**src/bftr_pkg.sv**
```systemverilog
// shared types and constants for the bitmap font text renderer
// no dependencies; imported by bftr_ctrl, bftr_datapath and the top level
package bftr_pkg;

    // parameter defaults
    localparam int MAX_GLYPHS_DEF      = 256;
    localparam int MAX_GLYPH_ROWS_DEF  = 32;
    localparam int MAX_GLYPH_WIDTH_DEF = 32;
    localparam int COORD_BITS_DEF      = 12;

    // fixed field and bus widths
    localparam int SPAN_W     = 14;
    localparam int PIX_W      = 32;
    localparam int S_TDATA_W  = 112;
    localparam int M_TDATA_W  = 72;
    localparam int CFG_IDX_W  = 2;
    localparam int CFG_DATA_W = 9;

    // input item kinds
    typedef enum logic [1:0] {
        KIND_ORIGIN  = 2'd0,
        KIND_DRAW    = 2'd1,
        KIND_METRICS = 2'd2,
        KIND_ROW     = 2'd3
    } kind_t;

    // configuration register indexes
    typedef enum logic [CFG_IDX_W-1:0] {
        CFG_GLYPH_COUNT   = 2'd0,
        CFG_FONT_HEIGHT   = 2'd1,
        CFG_FONT_OFFSET_X = 2'd2,
        CFG_FONT_OFFSET_Y = 2'd3
    } cfg_reg_t;

    // controller states
    typedef enum logic [2:0] {
        ST_IDLE,
        ST_SEARCH,
        ST_ROW_RD,
        ST_ROW_LD,
        ST_PEN
    } state_t;

    // input tdata layout, last declared field in the lowest bits
    typedef struct packed {
        logic [3:0]         pad;
        logic [31:0]        row_bits;
        logic [4:0]         row_index;
        logic [6:0]         advance;
        logic signed [5:0]  glyph_offset_y;
        logic signed [5:0]  glyph_offset_x;
        logic [5:0]         glyph_height;
        logic [5:0]         glyph_width;
        logic [7:0]         glyph_slot;
        logic signed [11:0] origin_y;
        logic signed [11:0] origin_x;
        logic [7:0]         char_code;
    } s_item_t;

    // controller to datapath commands
    typedef struct packed {
        logic accept;
        logic start;
        logic search;
        logic capture;
        logic row_rd;
        logic row_ld;
        logic pen_upd;
    } ctrl_cmd_t;

    // datapath to controller status
    typedef struct packed {
        logic match;
        logic match_empty;
        logic exhausted;
        logic out_free;
        logic row_last;
    } dp_status_t;

endpackage

```
**src/bftr_ctrl.sv**
```systemverilog
// controller state machine for the bitmap font text renderer
// depends on bftr_pkg; drives bftr_datapath through command and status structs
module bftr_ctrl (
    input  logic                   aclk,
    input  logic                   aresetn,
    input  logic                   s_tvalid,
    input  logic [1:0]             s_tuser,
    output logic                   s_tready,
    input  bftr_pkg::dp_status_t   status,
    output bftr_pkg::ctrl_cmd_t    cmd
);
    import bftr_pkg::*;

    state_t state_reg;
    state_t state_next;
    kind_t  kind;

    assign kind = kind_t'(s_tuser);

    // state register
    always_ff @(posedge aclk) begin
        if (!aresetn) begin
            state_reg <= ST_IDLE;
        end else begin
            state_reg <= state_next;
        end
    end

    // next state
    always_comb begin
        state_next = state_reg;
        unique case (state_reg)
            ST_IDLE: begin
                if (s_tvalid && kind == KIND_DRAW) begin
                    state_next = ST_SEARCH;
                end
            end
            ST_SEARCH: begin
                priority if (status.match) begin
                    state_next = status.match_empty ? ST_PEN : ST_ROW_RD;
                end else if (status.exhausted) begin
                    state_next = ST_IDLE;
                end
            end
            ST_ROW_RD: begin
                state_next = ST_ROW_LD;
            end
            ST_ROW_LD: begin
                if (status.out_free) begin
                    state_next = status.row_last ? ST_PEN : ST_ROW_RD;
                end
            end
            ST_PEN: begin
                state_next = ST_IDLE;
            end
            default: begin
                state_next = ST_IDLE;
            end
        endcase
    end

    // outputs
    always_comb begin
        cmd      = '0;
        s_tready = 1'b0;
        unique case (state_reg)
            ST_IDLE: begin
                s_tready   = 1'b1;
                cmd.accept = s_tvalid;
                cmd.start  = s_tvalid && kind == KIND_DRAW;
            end
            ST_SEARCH: begin
                cmd.search  = 1'b1;
                cmd.capture = status.match;
            end
            ST_ROW_RD: begin
                cmd.row_rd = 1'b1;
            end
            ST_ROW_LD: begin
                cmd.row_ld = status.out_free;
            end
            ST_PEN: begin
                cmd.pen_upd = 1'b1;
            end
            default: begin
                cmd = '0;
            end
        endcase
    end

endmodule

```
**config.mk**
```make
export PLATFORM = sky130hd
export DESIGN_NAME = bftr_ctrl
export DESIGN_NICKNAME = d
export VERILOG_FILES = /design/src/bftr_pkg.sv /design/src/bftr_ctrl.sv
export SDC_FILE = /design/constraint.sdc
export NUM_CORES = 1
export LEC_CHECK = 0
export ABC_CLOCK_PERIOD_IN_PS = 2400
export BUFFER_PORTS_ARGS = -buffer_cell sky130_fd_sc_hd__buf_4
export CORE_AREA = 2 2 39 41
export DETAILED_ROUTE_END_ITERATION = 6
export DIE_AREA = 0 0 41 43
export PLACE_DENSITY = 0.51
export SYNTH_ARGS = -nofsm -noshare
export SYNTH_HDL_FRONTEND = slang
export SYNTH_SLANG_ARGS = --single-unit
```
**constraint.sdc**
```tcl
create_clock -name aclk -period 2.4 [get_ports aclk]
set_input_delay 0.36 -clock aclk [delete_from_list [all_inputs] [get_ports aclk]]
set_output_delay 0.36 -clock aclk [all_outputs]
set_load 0.05 [all_outputs]
```
==> results.cfg, run 1 <==
[outcome]
run_status = finished clean

[timing]
setup-violations-final = 0
fin_crit_sh_pct = 76.1
clock.fmax_mhz = 548
max_slew_margin_pct = 72.3
tns_ns = 0
hold_slack_ns = 0.349
slew_viol_final = 0
fin_crit_ns = 1.83
rsz0062_at_grt = false
finalHoldViolations = 0
fin_skew_ns = 0.00198
fin_ws_ns = 0.574
tightest_slew_ns = 0.415

[final_layout]
antenna_cells = 0
fin_util_pct = 31.7
largest_reg_flops = 3
syn_to_final_growth_pct = 48.7
drive_gt1_share_pct = 59.2
fin_nets = 60
final_cell_area_um2 = 439
final_cells = 65

[worst_setup_path]
cp_data_required_time_ns = 2.04
crit_type = register to output pin
r2r_slack_ns = 1.06
cp.arrival_ns = 1.47
startpoint_type = register
r2r_start = state_reg[1]
worst_r2r_path_depth = 3
path_max_fanout = 11
cp-end-kind = output pin
timing.rr.end = state_reg[2]

[drt]
dr.pass1.iters = 2
vias = 307
totalWireLength_um = 689
top_layer_used = met3
wl_met3_um = 56
wl_met1_um = 284
ant_nets = 0
dr.first_iter.drc_count = 3
wl_met2_um = 348
drcViolationCount = 0
wl_per_cell_um = 10.6
vias_per_cell = 4.72

[logic_synthesis]
synth_xor_area_share_pct = 0
yosysTopAreaCell = dfxtp_1
synth-simple-area-share_pct = 48.3
synth.lib_cells_used.distinct = 25
synthCells = 31
yosysSeqAreaShare_pct = 20.3
synth_edf_count = 0
synth-main-ff-cell = dfxtp_1
yosysWarningCount = 0
synthMuxAreaShare_pct = 3.39
ys_ff_latch = 3
synthAdderAreaFrac_pct = 0
netlist_area_um2 = 295
synth_top_family_by_area = simple AND/OR/NAND/NOR gates
synth_top_area_share_pct = 20.3
async_flop_share_pct = 0
synth-compound-area-share_pct = 15.3
synth_area_per_cell_um2 = 9.53
synthTopCellsByArea = dfxtp_1, buf_6, nor3_4, a221oi_2, nor3b_1
synth_fp_nets = 41

[clock_tree]
cts_buffers = 3
post-cts-setup-buffers = 0
worstSkewPairLatency_ns = 0.23
htreeDepth = 1
clk_path_buf_depth = 2
post_cts_resized = 0
cts_sinks = 3
cts_root_buf = clkbuf_4
clkSlewWorstSetupHoldPaths_ns = 0.04
cts_tree = done
ctsHoldBuffers = 0

[worst_hold_path]
hold_class = input pin to register
holdPathStages = 3
hold_start = aresetn
hold_end = state_reg[1]

[pwr]
p_leak_nw = 0.201
power.density_nw_per_um2 = 1060
power_mw = 0.463
max-vdd-ir-drop_mv = 0.239

[floorplanning]
core-area_um2 = 1380
initial_core_util_pct = 21.3
die-area_um2 = 1760
die_x_um = 41
row_count = 14
die_h_um = 43
io_pins = 18

[placement]
pre_cts_slack_ns = 0.801
gp_congestion = 0.723
post_dp_cell_area_um2 = 413
numPortBuffers = 17
dp_hpwl_um = 535
dp_cells = 61

[grt]
grt_first_pass_wirelength_mm = 1.15
antenna_found_initial = 0
grt_pass1_vias = 276
grt_max_degree = 12
overflow = 0
grt_usage_pct = 10.2

[job]
drv_cap = 0
==> worst max path at each step <==
stage | start | endpoint | slack (ns) | cells after the start
6_report | state_reg[0] | cmd[3] | 0.57 | 3
5_1_grt | state_reg[0] | cmd[3] | 0.48 | 3
4_1_cts | state_reg[0] | cmd[3] | 0.55 | 3
3_5_place_dp | state_reg[0] | cmd[3] | 0.80 | 3
3_3_place_gp | state_reg[0] | cmd[3] | 0.82 | 3
2_1_floorplan | s_tuser[1] | cmd[5] | 0.02 | 2
==> cell families (layout without fill, tap and decap cells) <==
logic type,after synthesis,in the layout
DFF,3,3
and+or+nand+nor,17,17
buffers and inverters,5,23
AOI/OAI and AO/OA,5,5
muxes,1,1
==> routing by layer <==
layer / up-vias / GRT usage [%]
met5: - / 0
met4: 0 / 6.00
met3: 0 / 6.28
met2: 12 / 14.7
met1: 140 / 10.9
li1: 155 / -
==> power by group <==
group	total, mW	switching (mW)	internal, mW
Clock	0.0885	0.0262	0.0623
Combinational	0.280	0.174	0.106
Sequential	0.0950	0.0336	0.0615
==> final cells by class <==
| cell class | instances | area (um2) |
|---|---|---|
| Fill cell | 153 | 945 |
| Clock buffer | 4 | 26.3 |
| Multi-Input combinational cell | 23 | 198 |
| Sequential cell | 3 | 60.1 |
| Tap cell | 16 | 20.0 |
| Timing Repair Buffer | 17 | 128 |
| Inverter | 2 | 7.51 |
==> cell usage in the layout, fill, tap and decap left out <==
master    count
buf_4        17
clkbuf_4      3
dfxtp_1       3
nor3b_1       2
nand2_1       2
inv_1         2
nor3_4        1
nor3b_2       1
and2_1        1
nand3b_1      1
nor4_1        1
and2_2        1
and4b_2       1
or3_1         1
nor2_1        1
and4bb_2      1
a221oi_2      1
mux2i_1       1
a221o_1       1
and3b_2       1
a21oi_1       1
nor4_2        1
a31oi_1       1
and3_2        1
o41ai_1       1
clkbuf_1      1
==> worst max-delay path, cell delays in order, from the launching register on <==
cell	delay, ns
dfxtp_1	0.53
nor3b_2	0.35
and2_1	0.17
buf_4	0.19
==> Yosys cell counts (all sizes together), types with 2 or more instances <==
| master | n |
|---|---|
| and2 | 2 |
| buf | 3 |
| dfxtp | 3 |
| inv | 2 |
| nand2 | 2 |
| nor3b | 3 |
| nor4 | 2 |
Power figures use the tool's default switching activity.
==> inputs of run 2 (changes only) <==
ABC_CLOCK_PERIOD_IN_PS = 1700   (was 2400)
clock period = 1.7 ns   (was 2.4 ns; I/O delays follow)
==> run 2 against run 1 <==
  * Clock-buffer cell count unchanged
  * Routed wire length increased by 4.5%
  * Highest routed layer is now met4
  * Critical path type unchanged
  * Sequential power increased by 20%
  * Clock power increased by 42%
==> results.cfg, run 2 (synthesis results as in run 1) <==
[outcome]
run_status = finished clean

[placement]
gp_congestion = 0.738
dp_cells = 62
dp_hpwl_um = 569
numPortBuffers = 17

[drt]
wl_met2_um = 319
dr.pass1.iters = 3
vias_per_cell = 4.68
dr.first_iter.drc_count = 2
wl_met3_um = 58
top_layer_used = met4
vias = 309
wl_met1_um = 322
drcViolationCount = 0
wl_per_cell_um = 10.9
ant_nets = 0
totalWireLength_um = 720

[clock_tree]
worstSkewPairLatency_ns = 0.23
post_cts_resized = 0
ctsHoldBuffers = 0
clkSlewWorstSetupHoldPaths_ns = 0.04
cts_root_buf = clkbuf_4
post-cts-setup-buffers = 0
clk_path_buf_depth = 2
cts_sinks = 3
cts_buffers = 3
cts_tree = done
htreeDepth = 1

[worst_setup_path]
startpoint_type = register
cp.arrival_ns = 1.35
cp_data_required_time_ns = 1.44
crit_type = register to output pin
path_max_fanout = 11
cp-end-kind = output pin

[floorplanning]
core-area_um2 = 1380
initial_core_util_pct = 21.3
die_x_um = 41
die_h_um = 43
row_count = 14
die-area_um2 = 1760
io_pins = 18

[final_layout]
fin_nets = 61
layout_commonest_cell = buf_4
syn_to_final_growth_pct = 59.3
antenna_cells = 0
final_cells = 66
nFillCells = 167
multi_input_area_um2 = 221
final_cell_mix = buf_4, clkbuf_4, dfxtp_1
ff_latch_area_um2 = 60.1
largest_reg_flops = 3
drive_gt1_share_pct = 68.0

[pwr]
p_leak_nw = 0.214
max-vdd-ir-drop_mv = 0.341
power_mw = 0.694
power.density_nw_per_um2 = 1480

[grt]
overflow = 0
grt_first_pass_wirelength_mm = 1.08
grt_pass1_vias = 254
grt_usage_pct = 10.1
grt_max_degree = 12
antenna_found_initial = 0

[timing]
finalHoldViolations = 0
tightest_slew_ns = 0.457
max_slew_margin_pct = 69.5
fin_crit_sh_pct = 94.2
rsz0062_at_grt = false
slew_viol_final = 0
fin_skew_ns = 0.00171
clock.fmax_mhz = 625
setup-violations-final = 0
fin_crit_ns = 1.60
tns_ns = 0

[worst_hold_path]
hold_class = input pin to register

[job]
drv_cap = 0
[run 2: cell count changes in the layout (fill, tap and decap cells not counted), sizes merged]
cell and delta:
buf +1
[run 2: final cells by class]
class | instances | share of cell area (%)
multi-input cells | 23 | 47.1
repair buffers | 18 | 28.7
flip-flops and latches | 3 | 12.8
clock buffers | 4 | 5.59
well taps | 16 | 4.26
inverters | 2 | 1.60
[run 2: final timing paths]
path / slack [ns] / from / depth (start not counted) / to
worst min-delay path: 0.23 / aresetn / 3 / state_reg[1]
worst max-delay path: 0.1 / state_reg[1] / 3 / cmd[3]
worst min register to register: 0.53 / state_reg[0] / 2 / state_reg[2]
worst max register to register: 0.33 / state_reg[1] / 3 / state_reg[2]
[run 2: critical path, stage by stage (launching register included)]
cell	delay [ns]
dfxtp_1	0.44
nor3b_4	0.31
and2_2	0.18
buf_4	0.18
[run 2: where the power goes]
part / switching [mW] / leakage [nW] / internal, mW / total (mW)
clock network: 0.0379 / 0.0150 / 0.0880 / 0.126
registers: 0.0266 / 0.0245 / 0.0869 / 0.114
logic: 0.277 / 0.175 / 0.177 / 0.455
[run 2: per-layer routing]
metal,GRT usage (%),up-vias
met5,0,-
met4,12.0,0
met3,4.71,2
met2,10.9,17
met1,12.5,134
li1,-,156
[run 2: through the flow]
step	utilization [%]	setup slack (ns)	hold WS [ns]	cell area, um2
floorplan	-	0.00480	0.358	319
global placement	32.1	0.308	0.495	444
detailed placement	32.1	0.323	0.481	444
CTS	34.0	0.0816	0.236	470
global route	34.0	0.0257	0.260	470
finish	34.0	0.0991	0.235	470
